File: config.mk
export PLATFORM = sky130hd
export DESIGN_NAME = spi_nor_flash_command_sequencer
export DESIGN_NICKNAME = d
export VERILOG_FILES = /design/src/hdl/snfcs_pkg.sv /design/src/hdl/snfcs_front.sv /design/src/hdl/snfcs_queue.sv /design/src/hdl/snfcs_back.sv /design/src/hdl/spi_nor_flash_command_sequencer.sv
export SDC_FILE = /design/constraint.sdc
export NUM_CORES = 1
export LEC_CHECK = 0
export ABC_AREA = 1
export BUFFER_PORTS_ARGS = -buffer_cell sky130_fd_sc_hd__buf_2
export CORE_MARGIN = 2
export CORE_UTILIZATION = 60
export CTS_CLUSTER_DIAMETER = 60
export DETAILED_ROUTE_END_ITERATION = 10
export GPL_TIMING_DRIVEN = 1
export PLACE_DENSITY = 0.75
export SLEW_MARGIN = 20
export SYNTH_ARGS = -nofsm -noshare
export SYNTH_HDL_FRONTEND = slang
export SYNTH_SLANG_ARGS = --single-unit
File: constraint.sdc
create_clock -name clk -period 5.21 [get_ports clk]
set_input_delay 0.521 -clock clk [delete_from_list [all_inputs] [get_ports clk]]
set_output_delay 0.521 -clock clk [all_outputs]
set_load 0.01 [all_outputs]
File: src/hdl/snfcs_pkg.sv
package snfcs_pkg;

  localparam int ADDR_BITS = 24;
  localparam int POLL_BITS = 22;
  localparam int STEPS     = 16;

  // input item kinds
  typedef enum logic [3:0] {
    MODE_WREN     = 4'd0,
    MODE_SECTOR   = 4'd1,
    MODE_BLOCK    = 4'd2,
    MODE_CHIP     = 4'd3,
    MODE_PROGRAM  = 4'd4,
    MODE_READ     = 4'd5,
    MODE_ID       = 4'd6,
    MODE_STATUS   = 4'd7,
    MODE_CAPACITY = 4'd8,
    MODE_DATA     = 4'd9,
    MODE_REPLY    = 4'd10
  } mode_t;

  typedef enum logic [2:0] {
    ACT_SEL   = 3'd0,
    ACT_DESEL = 3'd1,
    ACT_SEND  = 3'd2,
    ACT_RECV  = 3'd3,
    ACT_HOST  = 3'd4,
    ACT_DONE  = 3'd5
  } action_t;

  typedef enum logic [2:0] {
    PH_IDLE,
    PH_WREN_POLL,
    PH_FINAL_POLL,
    PH_PROG_DATA,
    PH_READ_DATA,
    PH_ID_DATA,
    PH_STATUS_DATA,
    PH_CAP_DATA
  } phase_t;

  // flash opcodes
  localparam logic [7:0] OP_WREN    = 8'h06;
  localparam logic [7:0] OP_RDSR    = 8'h05;
  localparam logic [7:0] OP_READ    = 8'h03;
  localparam logic [7:0] OP_PROGRAM = 8'h02;
  localparam logic [7:0] OP_SECTOR  = 8'h20;
  localparam logic [7:0] OP_BLOCK   = 8'hD8;
  localparam logic [7:0] OP_RDID    = 8'h9F;
  localparam logic [7:0] OP_CHIP    = 8'hC7;

  localparam logic [POLL_BITS-1:0] POLL_LIMIT_RST = 22'd2000000;
  localparam logic [POLL_BITS-1:0] POLL_MAX       = '1;

  // fixed slots of a result sequence, emitted in this order
  localparam int S_BYTE   = 0;
  localparam int S_DESEL1 = 1;
  localparam int S_SEL1   = 2;
  localparam int S_OP     = 3;
  localparam int S_A2     = 4;
  localparam int S_A1     = 5;
  localparam int S_A0     = 6;
  localparam int S_DESEL2 = 7;
  localparam int S_SEL2   = 8;
  localparam int S_RDSR   = 9;
  localparam int S_RECV   = 10;
  localparam int S_CAP0   = 11;
  localparam int S_DONE   = 15;

  typedef struct packed {
    logic [3:0]  mode;
    logic [23:0] address;
    logic [15:0] length;
    logic [7:0]  data_byte;
  } in_word_t;

  typedef struct packed {
    logic [2:0] action;
    logic [7:0] bus_byte;
    logic       timed_out;
    logic       last;
  } out_word_t;

  // one queued job: slot mask plus the bytes it needs
  typedef struct packed {
    logic [STEPS-1:0]     mask;
    logic                 byte_host;
    logic [7:0]           byte_val;
    logic [7:0]           op;
    logic [ADDR_BITS-1:0] addr;
    logic [31:0]          cap;
    logic                 timed_out;
  } job_t;

  // jedec capacity code to byte count
  function automatic logic [31:0] capacity_of(input logic [7:0] d);
    logic [31:0] c;
    case (d)
      8'h11: c = 32'h0002_0000;
      8'h12: c = 32'h0004_0000;
      8'h13: c = 32'h0008_0000;
      8'h14: c = 32'h0010_0000;
      8'h15: c = 32'h0020_0000;
      8'h16: c = 32'h0040_0000;
      8'h17: c = 32'h0080_0000;
      8'h18: c = 32'h0100_0000;
      8'h19: c = 32'h0200_0000;
      8'h20: c = 32'h0400_0000;
      8'h21: c = 32'h0800_0000;
      8'h22: c = 32'h1000_0000;
      8'h23: c = 32'h2000_0000;
      default: c = 32'h0;
    endcase
    return c;
  endfunction

endpackage

File: src/hdl/snfcs_front.sv
module snfcs_front #(
  parameter int PAGE_BYTES = 256,
  parameter int ID_BYTES   = 4
) (
  input  logic                      clk,
  input  logic                      rst_n,
  input  logic                      acc,
  input  snfcs_pkg::in_word_t       word,
  input  logic                      cfg_we,
  input  logic [snfcs_pkg::POLL_BITS-1:0] cfg_data,
  output logic                      push,
  output snfcs_pkg::job_t           job
);

  snfcs_pkg::phase_t phase_r, phase_nxt;
  logic [3:0]  cmd_r, cmd_nxt;
  logic [snfcs_pkg::ADDR_BITS-1:0] addr_r, addr_nxt;
  logic [15:0] left_r, left_nxt;
  logic [snfcs_pkg::POLL_BITS-1:0] poll_r, poll_nxt, limit_r;
  logic [2:0]  idx_r, idx_nxt;
  logic [7:0]  id2_r;

  logic        is_cmd, is_data, is_reply, in_poll, poll_more, cap_end;
  logic [15:0] left_dec, page_len, id_len, cap_len;
  logic [2:0]  idx_inc;
  logic [7:0]  code;

  // shared decode
  always_comb begin
    is_cmd    = acc && (word.mode <= 4'(snfcs_pkg::MODE_CAPACITY)) &&
                (phase_r == snfcs_pkg::PH_IDLE);
    is_data   = acc && (word.mode == 4'(snfcs_pkg::MODE_DATA)) &&
                (phase_r == snfcs_pkg::PH_PROG_DATA);
    is_reply  = acc && (word.mode == 4'(snfcs_pkg::MODE_REPLY));
    in_poll   = (phase_r == snfcs_pkg::PH_WREN_POLL) ||
                (phase_r == snfcs_pkg::PH_FINAL_POLL);
    poll_more = word.data_byte[0] && !(poll_r > limit_r || poll_r == snfcs_pkg::POLL_MAX);
    left_dec  = left_r - 16'd1;
    idx_inc   = idx_r + 3'd1;
    cap_end   = !(idx_inc < 3'(ID_BYTES));
    code      = (idx_r == 3'd2) ? word.data_byte : id2_r;
    page_len  = (word.length > 16'(PAGE_BYTES)) ? 16'(PAGE_BYTES) : word.length;
    id_len    = (word.length > 16'(ID_BYTES)) ? 16'(ID_BYTES) : word.length;
    cap_len   = (word.length > 16'd4) ? 16'd4 : word.length;
  end

  // phase next state
  always_comb begin
    phase_nxt = phase_r;
    if (is_cmd) begin
      unique case (word.mode) inside
        4'(snfcs_pkg::MODE_WREN), 4'(snfcs_pkg::MODE_SECTOR), 4'(snfcs_pkg::MODE_BLOCK),
        4'(snfcs_pkg::MODE_CHIP), 4'(snfcs_pkg::MODE_PROGRAM):
          phase_nxt = snfcs_pkg::PH_WREN_POLL;
        4'(snfcs_pkg::MODE_READ):
          phase_nxt = (word.length == 16'd0) ? snfcs_pkg::PH_IDLE : snfcs_pkg::PH_READ_DATA;
        4'(snfcs_pkg::MODE_ID):
          phase_nxt = (id_len == 16'd0) ? snfcs_pkg::PH_IDLE : snfcs_pkg::PH_ID_DATA;
        4'(snfcs_pkg::MODE_STATUS): phase_nxt = snfcs_pkg::PH_STATUS_DATA;
        default: phase_nxt = snfcs_pkg::PH_CAP_DATA;
      endcase
    end else if (is_data) begin
      if (left_dec == 16'd0) phase_nxt = snfcs_pkg::PH_FINAL_POLL;
    end else if (is_reply) begin
      unique case (phase_r)
        snfcs_pkg::PH_WREN_POLL: begin
          if (!poll_more) begin
            case (cmd_r)
              4'(snfcs_pkg::MODE_SECTOR), 4'(snfcs_pkg::MODE_BLOCK),
              4'(snfcs_pkg::MODE_CHIP): phase_nxt = snfcs_pkg::PH_FINAL_POLL;
              4'(snfcs_pkg::MODE_PROGRAM):
                phase_nxt = (left_r == 16'd0) ? snfcs_pkg::PH_FINAL_POLL
                                              : snfcs_pkg::PH_PROG_DATA;
              default: phase_nxt = snfcs_pkg::PH_IDLE;
            endcase
          end
        end
        snfcs_pkg::PH_FINAL_POLL: if (!poll_more) phase_nxt = snfcs_pkg::PH_IDLE;
        snfcs_pkg::PH_READ_DATA, snfcs_pkg::PH_ID_DATA:
          if (left_dec == 16'd0) phase_nxt = snfcs_pkg::PH_IDLE;
        snfcs_pkg::PH_STATUS_DATA: phase_nxt = snfcs_pkg::PH_IDLE;
        snfcs_pkg::PH_CAP_DATA: if (cap_end) phase_nxt = snfcs_pkg::PH_IDLE;
        default: phase_nxt = phase_r;
      endcase
    end
  end

  // job build and datapath updates
  always_comb begin
    cmd_nxt  = cmd_r;
    addr_nxt = addr_r;
    left_nxt = left_r;
    poll_nxt = poll_r;
    idx_nxt  = idx_r;
    job      = '0;
    job.byte_val = word.data_byte;
    job.addr     = addr_r;
    job.cap      = snfcs_pkg::capacity_of(code);
    if (is_cmd) begin
      cmd_nxt  = word.mode;
      addr_nxt = word.address;
      job.addr = word.address;
      left_nxt = '0;
      idx_nxt  = '0;
      job.mask[snfcs_pkg::S_SEL1] = 1'b1;
      job.mask[snfcs_pkg::S_OP]   = 1'b1;
      case (word.mode)
        4'(snfcs_pkg::MODE_READ): begin
          job.op = snfcs_pkg::OP_READ;
          job.mask[snfcs_pkg::S_A0:snfcs_pkg::S_A2] = 3'b111;
          left_nxt = word.length;
          if (word.length == 16'd0) begin
            job.mask[snfcs_pkg::S_DESEL2] = 1'b1;
            job.mask[snfcs_pkg::S_DONE]   = 1'b1;
          end else begin
            job.mask[snfcs_pkg::S_RECV] = 1'b1;
          end
        end
        4'(snfcs_pkg::MODE_STATUS): begin
          job.op = snfcs_pkg::OP_RDSR;
          job.mask[snfcs_pkg::S_RECV] = 1'b1;
        end
        4'(snfcs_pkg::MODE_ID): begin
          job.op   = snfcs_pkg::OP_RDID;
          left_nxt = id_len;
          if (id_len == 16'd0) begin
            job.mask[snfcs_pkg::S_DESEL2] = 1'b1;
            job.mask[snfcs_pkg::S_DONE]   = 1'b1;
          end else begin
            job.mask[snfcs_pkg::S_RECV] = 1'b1;
          end
        end
        4'(snfcs_pkg::MODE_CAPACITY): begin
          job.op   = snfcs_pkg::OP_RDID;
          left_nxt = cap_len;
          job.mask[snfcs_pkg::S_RECV] = 1'b1;
        end
        default: begin
          // write enable then busy wait
          job.op   = snfcs_pkg::OP_WREN;
          poll_nxt = '0;
          if (word.mode == 4'(snfcs_pkg::MODE_PROGRAM)) left_nxt = page_len;
          job.mask[snfcs_pkg::S_DESEL2] = 1'b1;
          job.mask[snfcs_pkg::S_SEL2]   = 1'b1;
          job.mask[snfcs_pkg::S_RDSR]   = 1'b1;
          job.mask[snfcs_pkg::S_RECV]   = 1'b1;
        end
      endcase
    end else if (is_data) begin
      left_nxt = left_dec;
      job.mask[snfcs_pkg::S_BYTE] = 1'b1;
      if (left_dec == 16'd0) begin
        poll_nxt = '0;
        job.mask[snfcs_pkg::S_DESEL1] = 1'b1;
        job.mask[snfcs_pkg::S_SEL2]   = 1'b1;
        job.mask[snfcs_pkg::S_RDSR]   = 1'b1;
        job.mask[snfcs_pkg::S_RECV]   = 1'b1;
      end
    end else if (is_reply) begin
      if (in_poll) begin
        if (poll_more) begin
          poll_nxt = poll_r + 1'b1;
          job.mask[snfcs_pkg::S_RECV] = 1'b1;
        end else begin
          job.timed_out = word.data_byte[0];
          job.mask[snfcs_pkg::S_DESEL1] = 1'b1;
          if (phase_r == snfcs_pkg::PH_WREN_POLL &&
              cmd_r >= 4'(snfcs_pkg::MODE_SECTOR) &&
              cmd_r <= 4'(snfcs_pkg::MODE_PROGRAM)) begin
            job.mask[snfcs_pkg::S_SEL1] = 1'b1;
            job.mask[snfcs_pkg::S_OP]   = 1'b1;
            if (cmd_r != 4'(snfcs_pkg::MODE_CHIP))
              job.mask[snfcs_pkg::S_A0:snfcs_pkg::S_A2] = 3'b111;
            case (cmd_r)
              4'(snfcs_pkg::MODE_SECTOR): job.op = snfcs_pkg::OP_SECTOR;
              4'(snfcs_pkg::MODE_BLOCK):  job.op = snfcs_pkg::OP_BLOCK;
              4'(snfcs_pkg::MODE_CHIP):   job.op = snfcs_pkg::OP_CHIP;
              default:                    job.op = snfcs_pkg::OP_PROGRAM;
            endcase
            if (cmd_r != 4'(snfcs_pkg::MODE_PROGRAM) || left_r == 16'd0) begin
              poll_nxt = '0;
              job.mask[snfcs_pkg::S_DESEL2] = 1'b1;
              job.mask[snfcs_pkg::S_SEL2]   = 1'b1;
              job.mask[snfcs_pkg::S_RDSR]   = 1'b1;
              job.mask[snfcs_pkg::S_RECV]   = 1'b1;
            end
          end else begin
            job.mask[snfcs_pkg::S_DONE] = 1'b1;
          end
        end
      end else if (phase_r == snfcs_pkg::PH_READ_DATA || phase_r == snfcs_pkg::PH_ID_DATA) begin
        left_nxt = left_dec;
        job.byte_host = 1'b1;
        job.mask[snfcs_pkg::S_BYTE] = 1'b1;
        if (left_dec == 16'd0) begin
          job.mask[snfcs_pkg::S_DESEL1] = 1'b1;
          job.mask[snfcs_pkg::S_DONE]   = 1'b1;
        end else begin
          job.mask[snfcs_pkg::S_RECV] = 1'b1;
        end
      end else if (phase_r == snfcs_pkg::PH_STATUS_DATA) begin
        job.byte_host = 1'b1;
        job.mask[snfcs_pkg::S_BYTE]   = 1'b1;
        job.mask[snfcs_pkg::S_DESEL1] = 1'b1;
        job.mask[snfcs_pkg::S_DONE]   = 1'b1;
      end else if (phase_r == snfcs_pkg::PH_CAP_DATA) begin
        idx_nxt = idx_inc;
        if (!cap_end) begin
          job.mask[snfcs_pkg::S_RECV] = 1'b1;
        end else begin
          job.mask[snfcs_pkg::S_DESEL1] = 1'b1;
          job.mask[snfcs_pkg::S_DONE]   = 1'b1;
          for (int i = 0; i < 4; i++)
            if (16'(i) < left_r) job.mask[snfcs_pkg::S_CAP0 + i] = 1'b1;
        end
      end
    end
    push = (job.mask != '0);
  end

  // control state
  always_ff @(posedge clk) begin
    if (!rst_n) begin
      phase_r <= snfcs_pkg::PH_IDLE;
      cmd_r   <= '0;
      addr_r  <= '0;
      left_r  <= '0;
      poll_r  <= '0;
      idx_r   <= '0;
      limit_r <= snfcs_pkg::POLL_LIMIT_RST;
    end else begin
      phase_r <= phase_nxt;
      cmd_r   <= cmd_nxt;
      addr_r  <= addr_nxt;
      left_r  <= left_nxt;
      poll_r  <= poll_nxt;
      idx_r   <= idx_nxt;
      if (cfg_we) limit_r <= cfg_data;
    end
  end

  // third id byte, written before it is read
  always_ff @(posedge clk) begin
    if (is_reply && phase_r == snfcs_pkg::PH_CAP_DATA && idx_r == 3'd2) id2_r <= word.data_byte;
  end

endmodule

File: src/hdl/snfcs_queue.sv
module snfcs_queue #(
  parameter int DEPTH = 4
) (
  input  logic            clk,
  input  logic            rst_n,
  input  logic            push,
  input  snfcs_pkg::job_t push_job,
  input  logic            pop,
  output logic            has_job,
  output logic            full,
  output snfcs_pkg::job_t head
);

  localparam int PW = (DEPTH > 1) ? $clog2(DEPTH) : 1;
  localparam int CW = $clog2(DEPTH + 1);

  snfcs_pkg::job_t slot_r [DEPTH];
  logic [PW-1:0] wp_r, wp_nxt, rp_r, rp_nxt;
  logic [CW-1:0] cnt_r, cnt_nxt;

  // pointer and fill count
  always_comb begin
    wp_nxt  = wp_r;
    rp_nxt  = rp_r;
    cnt_nxt = cnt_r;
    if (push) wp_nxt = (wp_r == PW'(DEPTH - 1)) ? '0 : wp_r + 1'b1;
    if (pop)  rp_nxt = (rp_r == PW'(DEPTH - 1)) ? '0 : rp_r + 1'b1;
    if (push && !pop) cnt_nxt = cnt_r + 1'b1;
    else if (pop && !push) cnt_nxt = cnt_r - 1'b1;
  end

  always_ff @(posedge clk) begin
    if (!rst_n) begin
      wp_r  <= '0;
      rp_r  <= '0;
      cnt_r <= '0;
    end else begin
      wp_r  <= wp_nxt;
      rp_r  <= rp_nxt;
      cnt_r <= cnt_nxt;
    end
  end

  always_ff @(posedge clk) begin
    if (push) slot_r[wp_r] <= push_job;
  end

  assign has_job = (cnt_r != '0);
  assign full    = (cnt_r == CW'(DEPTH));
  assign head    = slot_r[rp_r];

endmodule

File: src/hdl/snfcs_back.sv
module snfcs_back (
  input  logic                 clk,
  input  logic                 rst_n,
  input  logic                 has_job,
  input  snfcs_pkg::job_t      head,
  output logic                 pop,
  output logic                 out_valid,
  input  logic                 out_stall,
  output snfcs_pkg::out_word_t out_word
);

  snfcs_pkg::job_t job_r;
  logic [snfcs_pkg::STEPS-1:0] rem_r, rem_nxt, pick;
  logic active_r, active_nxt, ovalid_r, ovalid_nxt, adv;
  logic [3:0] pos;
  snfcs_pkg::out_word_t oword_r, oword_nxt;

  // take the next job once the current one is spent
  assign pop = !active_r && has_job;
  assign adv = active_r && (!ovalid_r || !out_stall);

  // lowest pending slot
  always_comb begin
    pick = rem_r & (~rem_r + 1'b1);
    pos  = '0;
    for (int i = 0; i < snfcs_pkg::STEPS; i++)
      if (pick[i]) pos = 4'(i);
  end

  // result word for the chosen slot
  always_comb begin
    oword_nxt = '0;
    rem_nxt   = rem_r & ~pick;
    case (pos)
      4'(snfcs_pkg::S_BYTE): begin
        oword_nxt.action   = job_r.byte_host ? 3'(snfcs_pkg::ACT_HOST) : 3'(snfcs_pkg::ACT_SEND);
        oword_nxt.bus_byte = job_r.byte_val;
      end
      4'(snfcs_pkg::S_DESEL1), 4'(snfcs_pkg::S_DESEL2):
        oword_nxt.action = 3'(snfcs_pkg::ACT_DESEL);
      4'(snfcs_pkg::S_SEL1), 4'(snfcs_pkg::S_SEL2):
        oword_nxt.action = 3'(snfcs_pkg::ACT_SEL);
      4'(snfcs_pkg::S_OP): begin
        oword_nxt.action   = 3'(snfcs_pkg::ACT_SEND);
        oword_nxt.bus_byte = job_r.op;
      end
      4'(snfcs_pkg::S_A2): begin
        oword_nxt.action   = 3'(snfcs_pkg::ACT_SEND);
        oword_nxt.bus_byte = job_r.addr[23:16];
      end
      4'(snfcs_pkg::S_A1): begin
        oword_nxt.action   = 3'(snfcs_pkg::ACT_SEND);
        oword_nxt.bus_byte = job_r.addr[15:8];
      end
      4'(snfcs_pkg::S_A0): begin
        oword_nxt.action   = 3'(snfcs_pkg::ACT_SEND);
        oword_nxt.bus_byte = job_r.addr[7:0];
      end
      4'(snfcs_pkg::S_RDSR): begin
        oword_nxt.action   = 3'(snfcs_pkg::ACT_SEND);
        oword_nxt.bus_byte = snfcs_pkg::OP_RDSR;
      end
      4'(snfcs_pkg::S_RECV):
        oword_nxt.action = 3'(snfcs_pkg::ACT_RECV);
      4'(snfcs_pkg::S_DONE): begin
        oword_nxt.action    = 3'(snfcs_pkg::ACT_DONE);
        oword_nxt.timed_out = job_r.timed_out;
      end
      default: begin
        // capacity bytes, little endian
        oword_nxt.action   = 3'(snfcs_pkg::ACT_HOST);
        oword_nxt.bus_byte = job_r.cap[8 * (pos - 4'(snfcs_pkg::S_CAP0)) +: 8];
      end
    endcase
    oword_nxt.last = (rem_nxt == '0);
    active_nxt = pop ? 1'b1 : (adv ? (rem_nxt != '0) : active_r);
    ovalid_nxt = adv ? 1'b1 : (ovalid_r && out_stall);
  end

  always_ff @(posedge clk) begin
    if (!rst_n) begin
      active_r <= 1'b0;
      ovalid_r <= 1'b0;
      rem_r    <= '0;
    end else begin
      active_r <= active_nxt;
      ovalid_r <= ovalid_nxt;
      if (pop) rem_r <= head.mask;
      else if (adv) rem_r <= rem_nxt;
    end
  end

  always_ff @(posedge clk) begin
    if (pop) job_r <= head;
    if (adv) oword_r <= oword_nxt;
  end

  assign out_valid = ovalid_r;
  assign out_word  = oword_r;

endmodule

File: src/hdl/spi_nor_flash_command_sequencer.sv
// SPI NOR flash command sequencer.
// Input channel (in_valid/in_stall/in_word) takes host commands, program data
// words and flash reply words; a word is taken when in_valid is high and
// in_stall low. Each word yields zero to ten result words on the output
// channel (out_valid/out_stall/out_word): select, deselect, send, receive,
// host byte and command done; last marks the final result of a word.
// The front end classifies a word and updates the sequencing state, then
// queues a job if the word has results; the back end loads each job from
// the queue and then emits one result a cycle from its output register
// while out_stall is low. The front keeps taking words until the job
// queue is full; in_stall rises when words come faster than the back end
// emits their results, or while out_stall holds the back end.
// cfg_we/cfg_data write the busy poll limit; write only when idle.
// Reset (rst_n low, synchronous) returns to idle, empties the queue and
// restores the poll limit to 2000000.
module spi_nor_flash_command_sequencer #(
  parameter int PAGE_BYTES = 256,
  parameter int ID_BYTES   = 4,
  parameter int Q_DEPTH    = 4
) (
  input  logic                 clk,
  input  logic                 rst_n,
  input  logic                 in_valid,
  output logic                 in_stall,
  input  snfcs_pkg::in_word_t  in_word,
  output logic                 out_valid,
  input  logic                 out_stall,
  output snfcs_pkg::out_word_t out_word,
  input  logic                 cfg_we,
  input  logic [snfcs_pkg::POLL_BITS-1:0] cfg_data
);

  logic acc, push, pop, has_job, full;
  snfcs_pkg::job_t job, head;

  assign in_stall = full;
  assign acc      = in_valid && !full;

  snfcs_front #(.PAGE_BYTES(PAGE_BYTES), .ID_BYTES(ID_BYTES)) u_front (
    .clk(clk), .rst_n(rst_n), .acc(acc), .word(in_word),
    .cfg_we(cfg_we), .cfg_data(cfg_data), .push(push), .job(job)
  );

  snfcs_queue #(.DEPTH(Q_DEPTH)) u_queue (
    .clk(clk), .rst_n(rst_n), .push(push), .push_job(job), .pop(pop),
    .has_job(has_job), .full(full), .head(head)
  );

  snfcs_back u_back (
    .clk(clk), .rst_n(rst_n), .has_job(has_job), .head(head), .pop(pop),
    .out_valid(out_valid), .out_stall(out_stall), .out_word(out_word)
  );

  // timeout flag only rides on command done
  a_to_done: assert property (@(posedge clk) disable iff (!rst_n)
    out_valid && out_word.timed_out |-> out_word.action == 3'(snfcs_pkg::ACT_DONE))
    else $error("timeout flag on a result other than done");

  // done always closes the results of its word
  a_done_last: assert property (@(posedge clk) disable iff (!rst_n)
    out_valid && out_word.action == 3'(snfcs_pkg::ACT_DONE) |-> out_word.last)
    else $error("done result not marked last");

  // nothing is pushed into a full queue
  a_no_overrun: assert property (@(posedge clk) disable iff (!rst_n)
    full |-> !push)
    else $error("job pushed into full queue");

  // reset clears the output
  a_rst_out: assert property (@(posedge clk) !rst_n |=> !out_valid)
    else $error("output valid after reset");

endmodule

==> flow_metrics.py, run 1 <==
metrics = {
    "floorplan": {
        "initial_core_util_pct": 61.2,
        "die_y_um": 192,
        "design.die.area_mm2": 0.0369,
        "core_mm2": 0.0347,
        "rows": 68,
        "fp.dieW_um": 192,
        "ios": 94,
    },
    "timing": {
        "drv_slew": 0,
        "fin_crit_sh_pct": 68.9,
        "finalClockSkew_ns": 0.0178,
        "finalSetupTns_ns": 0,
        "rsz0062_at_grt": "false",
        "setup_viol": 0,
        "min_period_ns": 3.59,
        "fmax_mhz": 279,
        "hold_viol": 0,
        "worst_pin_slew_ns": 1.06,
        "relSlewSlack_pct": 29.3,
    },
    "drt": {
        "dr.pass1.iters": 6,
        "vias": 15886,
        "finalWirelength_um": 49500,
        "drt_iter0_drc": 1264,
        "via_per_inst": 5.74,
        "wl_per_cell_um": 17.9,
        "drc_errors": 0,
        "antenna_left": 0,
    },
    "global_route": {
        "grtUsageTotal_pct": 27.5,
        "grt_max_degree": 92,
        "grt_remaining_overflow": 0,
        "grt_pass1_vias": 15315,
        "grt_antenna_before_repair": 0,
        "grt_first_pass_wirelength_um": 79300,
    },
    "setup_path": {
        "reg2reg_slack_ns": 1.62,
        "cp.required_ns": 5.65,
        "start_kind": "flop",
        "cp_max_fo": 12,
        "arrival_ns": 4.03,
        "startpoint": "u_back.rem_r[3]$_SDFFE_PN0P_",
        "r2r_start": "u_back.rem_r[3]$_SDFFE_PN0P_",
        "reg2reg_depth": 18,
        "endpoint_kind": "flop",
        "worstSetupPathType": "reg2reg",
        "rr_endpoint": "u_back.out_word[4]$_DFFE_PP_",
    },
    "cts": {
        "clock_path_buffers": 3,
        "cts-root-buf": "clkbuf_16",
        "clk_pin_slew_ns": 0.06,
        "insertion_delay_ns": 0.57,
        "cts_tree": "done",
        "cts_buffers": 48,
        "cts.sinks": 460,
        "hold_buffers": 0,
        "cts_max_level": 2,
        "cts-resized-gates": 0,
        "post_cts_buffers": 0,
    },
    "synth": {
        "synth_cells": 2202,
        "ys.flop_type": "edfxtp_1",
        "synth-edff-count": 339,
        "yosysTopAreaCellShare_pct": 47.9,
        "ys_ff_latch": 460,
        "synth_top_area_cell": "edfxtp_1",
        "synth.area.top_cells": "edfxtp_1, dfxtp_1, nand2_1",
        "ys_types": 55,
        "synthArstFlopShare_pct": 0,
        "synth_area_mm2": 0.0212,
        "yosysSeqAreaShare_pct": 59.3,
        "syn_avg_cell_area_um2": 9.65,
        "yosys_warnings": 0,
        "syn_nets": 2321,
    },
    "worst_hold_path": {
        "holdPathEnd": "u_front.limit_r[18]$_SDFFE_PN1P_",
        "hp-class": "in2reg",
        "hold_start": "cfg_data[18]",
        "holdPathStages": 3,
    },
    "power_and_ir_drop": {
        "internal_power_uw": 8090,
        "p_leak_uw": 0.00931,
        "p_seq_share_pct": 40.7,
        "p_sw_share_pct": 37.8,
        "vdd_drop_max_uv": 375,
        "p_sw_uw": 4910,
        "clock_power_share_pct": 25.2,
        "powerDensity_mw_per_mm2": 550,
        "pwr-share-comb_pct": 34.1,
    },
    "placed_design": {
        "io_buffers": 93,
        "place_hpwl_um": 32200,
        "gp_congestion": 0.919,
        "place_inst": 2677,
    },
    "layout": {
        "drive_gt1_share_pct": 13.9,
        "syn_to_final_growth_pct": 11.2,
        "finalNetCount": 2391,
        "fin_cells": 2767,
        "diodes": 0,
    },
    "outcome": {
        "outcome": "finished clean",
    },
    "run": {
        "maxCapViolCount": 0,
    },
}
cells in the mapped netlist (all sizes together) (2+ instances only):
library cell	number
o21a	3
a22o	4
edfxtp	339
ha	39
or2	27
nor2	328
o31ai	2
a31oi	14
clkinv	4
o221ai	3
a211oi	26
clkbuf	71
nor4	8
xnor2	5
nand3b	6
o211ai	5
mux2i	3
a221o	7
nand2	345
o21bai	2
nor3	38
a221oi	3
o22ai	58
buf	20
dfxtp	121
o21ai	202
nand3	85
nand4	42
inv	238
xor2	11
a21oi	134
metrics by stage:
stage / area (um^2) / utilization, % / power [uW] / hold slack (ns) / worst slack, ns
floorplan: 21200 / - / 8430 / 0.435 / 0.373
global placement: 22100 / 63.7 / 9660 / 0.452 / 1.82
detailed placement: 22100 / 63.7 / 9770 / 0.456 / 1.72
CTS: 23600 / 68.1 / 13100 / 0.153 / 1.67
global route: 23600 / 68.1 / 13800 / 0.166 / 1.23
finish: 23600 / 68.1 / 13000 / 0.172 / 1.62
layout make-up:
cell class / instances / area [um^2]
inverters: 242 / 910
multi-input cells: 1409 / 7390
repair buffers: 111 / 626
flip-flops and latches: 460 / 12600
clock inverters: 25 / 226
fillers: 2703 / 11100
clock buffers: 65 / 1310
well taps: 455 / 569
state kept, by name (all words and copies together), names as in the netlist, 3 cells and up, named ones only:
register / flops
u_back.job_r: 54
u_back.out_word: 13
u_back.rem_r: 16
u_front.addr_r: 24
u_front.cmd_r: 4
u_front.id2_r: 8
u_front.idx_r: 3
u_front.left_r: 16
u_front.limit_r: 22
u_front.phase_r: 3
u_front.poll_r: 22
u_queue.cnt_r: 3
u_queue.slot_r: 264
routing by layer:
layer  vias up  GRT usage (%)  wire, um
met3        91           3.31      2790
met4         0           7.57      1120
met1      7578           36.1     21100
met2       493           48.3     24500
met5         -              0         0
li1       7724              -         -
power by group through the flow:
stage                     clock [uW]  sequential (uW)  combinational, uW
final                           3270             5290               4440
after global routing            3470             5360               4990
after global placement             0             5350               4300
after detailed placement           0             5370               4410
after floorplan                    0             5200               3230
after CTS                       3320             5300               4440
worst max-delay path: stages (launching register included):
cell and delay, ns:
dfxtp_1 0.34, nor2_1 0.17, nand2_2 0.15, nor3_4 0.33, nand2_2 0.12, nor2_2 0.16, nand2_1 0.09, nand4_1 0.40
inv_1 0.25, ha_1 0.29, nand2_1 0.07, clkinv_1 0.22, nor3_1 0.21, nand2_1 0.10, nor2_2 0.10, nand2_1 0.11
nor2_4 0.16, nand2_1 0.07, nand2_1 0.07
how the worst max path moves through the flow:
stage | endpoint | slack [ns]
after global routing | u_back.out_word[9]$_DFFE_PP_ | 1.23
after floorplan | u_queue.slot_r[0][0]$_DFFE_PP_ | 0.37
after CTS | u_back.out_word[8]$_DFFE_PP_ | 1.67
final | u_back.out_word[4]$_DFFE_PP_ | 1.62
after detailed placement | u_back.out_word[8]$_DFFE_PP_ | 1.72
after global placement | u_back.out_word[4]$_DFFE_PP_ | 1.82
layout by cell type (no fill, tap or decap), types with 49 or more instances in the layout:
cell,Yosys,final
nor2_1,301,297
dfxtp_1,121,119
o21ai_0,197,197
nand2_1,325,325
buf_2,8,93
nand3_1,65,65
clkbuf_16,0,49
inv_1,221,219
a21oi_1,123,123
o22ai_1,58,58
edfxtp_1,339,339
kinds of logic (layout without fill, tap and decap cells):
| logic type | Yosys count | in the layout | synth area share (%) |
|---|---|---|---|
| buffers and inverters | 333 | 443 | 6.06 |
| flip-flops | 460 | 460 | 59.3 |
| AND/OR/NAND/NOR | 880 | 880 | 18.7 |
| multiplexers | 3 | 3 | 0.141 |
| XOR/XNOR | 16 | 16 | 0.660 |
| adder cells (fa/ha/maj) | 40 | 40 | 2.39 |
| AO/OA/AOI/OAI | 470 | 470 | 12.7 |
Note: power is estimated with default switching activity, not from simulation.
==> run 2: changes to the inputs <==
--- a/config.mk
+++ b/config.mk
@@ -8,11 +8,11 @@
 export ABC_AREA = 1
 export BUFFER_PORTS_ARGS = -buffer_cell sky130_fd_sc_hd__buf_2
 export CORE_MARGIN = 2
-export CORE_UTILIZATION = 60
+export CORE_UTILIZATION = 56
 export CTS_CLUSTER_DIAMETER = 60
 export DETAILED_ROUTE_END_ITERATION = 10
 export GPL_TIMING_DRIVEN = 1
-export PLACE_DENSITY = 0.75
+export PLACE_DENSITY = 0.73
 export SLEW_MARGIN = 20
 export SYNTH_ARGS = -nofsm -noshare
 export SYNTH_HDL_FRONTEND = slang
==> constraint.sdc (replaced) <==
create_clock -name clk -period 3.3 [get_ports clk]
set_input_delay 0.33 -clock clk [delete_from_list [all_inputs] [get_ports clk]]
set_output_delay 0.33 -clock clk [all_outputs]
set_load 0.01 [all_outputs]
==> run 2 against run 1 <==
Against the previous run:
- count of clock-buffer cells in the layout grew 4
- fmax is 17% higher
- final cell count up 3.1%
- worst setup slack lost 1.4 ns
- clock skew rose by 0.0034 ns
- critical path type unchanged
- largest cell class unchanged
- largest power group unchanged
- highest routed layer unchanged
==> flow_metrics.py, run 2 (same netlist as run 1, synthesis figures left out) <==
metrics = {
    "setup_path": {
        "reg2reg_slack_ns": 0.22,
        "cp_max_fo": 9,
        "r2r_start": "u_back.rem_r[0]$_SDFFE_PN0P_",
        "rr_endpoint": "u_back.out_word[7]$_DFFE_PP_",
        "cpMostUsedCell": "nand2_1",
        "critical-path-slowest-cell": "nor2_1",
        "reg2reg_depth": 19,
        "worstSetupPathType": "reg2reg",
        "cp.required_ns": 3.61,
        "path_cells": "nor2_4 > nand2_2 > nor2_1 > nand2_1 > inv_1 > o21a_1 > nor2_1 > nand3b_1 > inv_1 > ha_1 > inv_1 > nor2_1 > nor3_1 > nand2_1 > nor2_2 > nand2_1 > nor2_4 > nand2_1 > nand2_1",
        "start_kind": "flop",
        "endpoint_kind": "flop",
        "slowest_delay_ns": 0.47,
        "arrival_ns": 3.39,
    },
    "drt": {
        "finalWirelength_um": 50100,
        "drt_iter0_drc": 1282,
        "via_per_inst": 5.62,
        "drc_errors": 0,
        "antenna_left": 0,
        "wl_per_cell_um": 17.6,
        "vias": 16014,
        "dr.pass1.iters": 7,
    },
    "timing": {
        "hold_viol": 0,
        "fin_crit_sh_pct": 93.2,
        "fmax_mhz": 325,
        "fin_ws_ns": 0.224,
        "drv_slew": 0,
        "rsz0062_at_grt": "false",
        "relSlewSlack_pct": 33.3,
        "whs_ns": 0.0184,
        "min_period_ns": 3.08,
        "worst_pin_slew_ns": 1.00,
        "finalClockSkew_ns": 0.0212,
        "setup_viol": 0,
    },
    "layout": {
        "final_cell_mix": "edfxtp_1, nand2_1, nor2_1",
        "drive_gt1_share_pct": 14.6,
        "syn_to_final_growth_pct": 13.4,
        "reg_top3": "u_queue.slot_r x264, u_back.job_r x54, u_front.addr_r x24",
        "layout_commonest_cell": "edfxtp_1",
        "regMostFlops": "u_queue.slot_r",
        "largest_reg_flops": 264,
        "nFillCells": 2962,
        "diodes": 0,
        "finalNetCount": 2420,
    },
    "placed_design": {
        "dp_slack_ns": 0.108,
        "place_hpwl_um": 32000,
        "gp_congestion": 0.917,
        "io_buffers": 93,
    },
    "floorplan": {
        "rows": 71,
        "ios": 94,
        "initial_core_util_pct": 56.7,
        "die_y_um": 199,
        "design.die.area_mm2": 0.0395,
        "fp.dieW_um": 199,
        "core_mm2": 0.0375,
    },
    "global_route": {
        "grt_max_degree": 91,
        "grt_pass1_vias": 15380,
        "grt_antenna_before_repair": 0,
        "grt_first_pass_wirelength_um": 79800,
        "grtUsageTotal_pct": 25.8,
        "grt_remaining_overflow": 0,
    },
    "cts": {
        "cts_tree": "done",
        "insertion_delay_ns": 0.57,
        "clk_pin_slew_ns": 0.06,
        "clock_path_buffers": 3,
        "cts_buffers": 48,
        "cts_max_level": 2,
        "cts-root-buf": "clkbuf_16",
        "cts.sinks": 460,
    },
    "worst_hold_path": {
        "holdPathStages": 3,
        "holdPathEnd": "u_front.addr_r[10]$_SDFF_PN0_",
        "hp-class": "in2reg",
        "hold_start": "in_word[34]",
    },
    "outcome": {
        "outcome": "finished clean",
    },
    "power_and_ir_drop": {
        "design_power_total_uw": 21000,
        "powerDensity_mw_per_mm2": 870,
        "p_leak_uw": 0.00950,
        "vdd_drop_max_uv": 577,
    },
    "run": {
        "maxCapViolCount": 0,
    },
}
## run 2: cell types whose count changed in the layout (fill, tap and decap cells not counted), sizes merged
cell / before / now
buf: 111 / 128
dlygate4sd3: 0 / 12
clkinv: 24 / 18
clkbuf: 65 / 69
inv: 239 / 241
bufinv: 2 / 3
clkinvlp: 2 / 1
## run 2: stage by stage
| step | TNS, ns | utilization, % | cell area, um^2 | instances |
|---|---|---|---|---|
| after floorplan | -70.43 | - | 21300 | 2202 |
| final | 0 | 64.2 | 24100 | 2852 |
| after global routing | 0 | 64.2 | 24100 | 2852 |
| after CTS | 0 | 64.2 | 24100 | 2851 |
| after global placement | 0 | 59.6 | 22300 | 2749 |
| after detailed placement | 0 | 59.6 | 22300 | 2749 |
## run 2: routing by layer
layer / track usage (%) / wire [um]
met1: 33.9 / 20900
met2: 44.6 / 24700
met3: 3.83 / 3280
met4: 7.55 / 1120
met5: 0 / 0
## run 2: what timing repair did
item,4_1_cts,5_1_grt
endpoints found under the setup margin,0,10
resized for setup,0,2
buffers inserted,0,1
hold buffers,12,0
endpoints found under the hold margin,17,0
## run 2: critical path: cells and delay by family, from the launching register on
kind                     cells  cell delay, ns
buffers and inverters        3            0.25
AND/OR/NAND/NOR             14            1.83
adder cells (fa/ha/maj)      1            0.21
flip-flops                   1            0.45
AO/OA/AOI/OAI                1            0.10
## run 2: cell type report
type / instances / area, um^2 / area share, %
Inverter: 242 / 913 / 3.79
Sequential cell: 460 / 12600 / 52.3
Clock buffer: 69 / 1390 / 5.79
Tap cell: 511 / 639 / 2.65
Multi-Input combinational cell: 1409 / 7390 / 30.7
Timing Repair Buffer: 140 / 923 / 3.83
Clock inverter: 21 / 219 / 0.909
## run 2: power by group
part	switching [uW]	total, uW	leakage, uW	internal (uW)
clock	2230	5430	0.000796	3200
sequential	601	8330	0.00415	7730
combinational	5000	7200	0.00455	2200
total	7830	21000	0.00950	13100
## run 2: worst max path at each step
stage	start	end	slack (ns)	cells after the start
final	u_back.rem_r[0]$_SDFFE_PN0P_	u_back.out_word[7]$_DFFE_PP_	0.22	19
after global routing	u_back.rem_r[8]$_SDFFE_PN0P_	u_back.out_word[4]$_DFFE_PP_	0.007	18
after CTS	u_back.rem_r[3]$_SDFFE_PN0P_	u_back.out_word[3]$_DFFE_PP_	0.10	18
after detailed placement	u_back.rem_r[3]$_SDFFE_PN0P_	u_back.out_word[3]$_DFFE_PP_	0.11	18
after global placement	u_back.rem_r[3]$_SDFFE_PN0P_	u_back.out_word[5]$_DFFE_PP_	0.30	18
after floorplan	in_word[48]	u_queue.slot_r[0][0]$_DFFE_PP_	-0.27	9
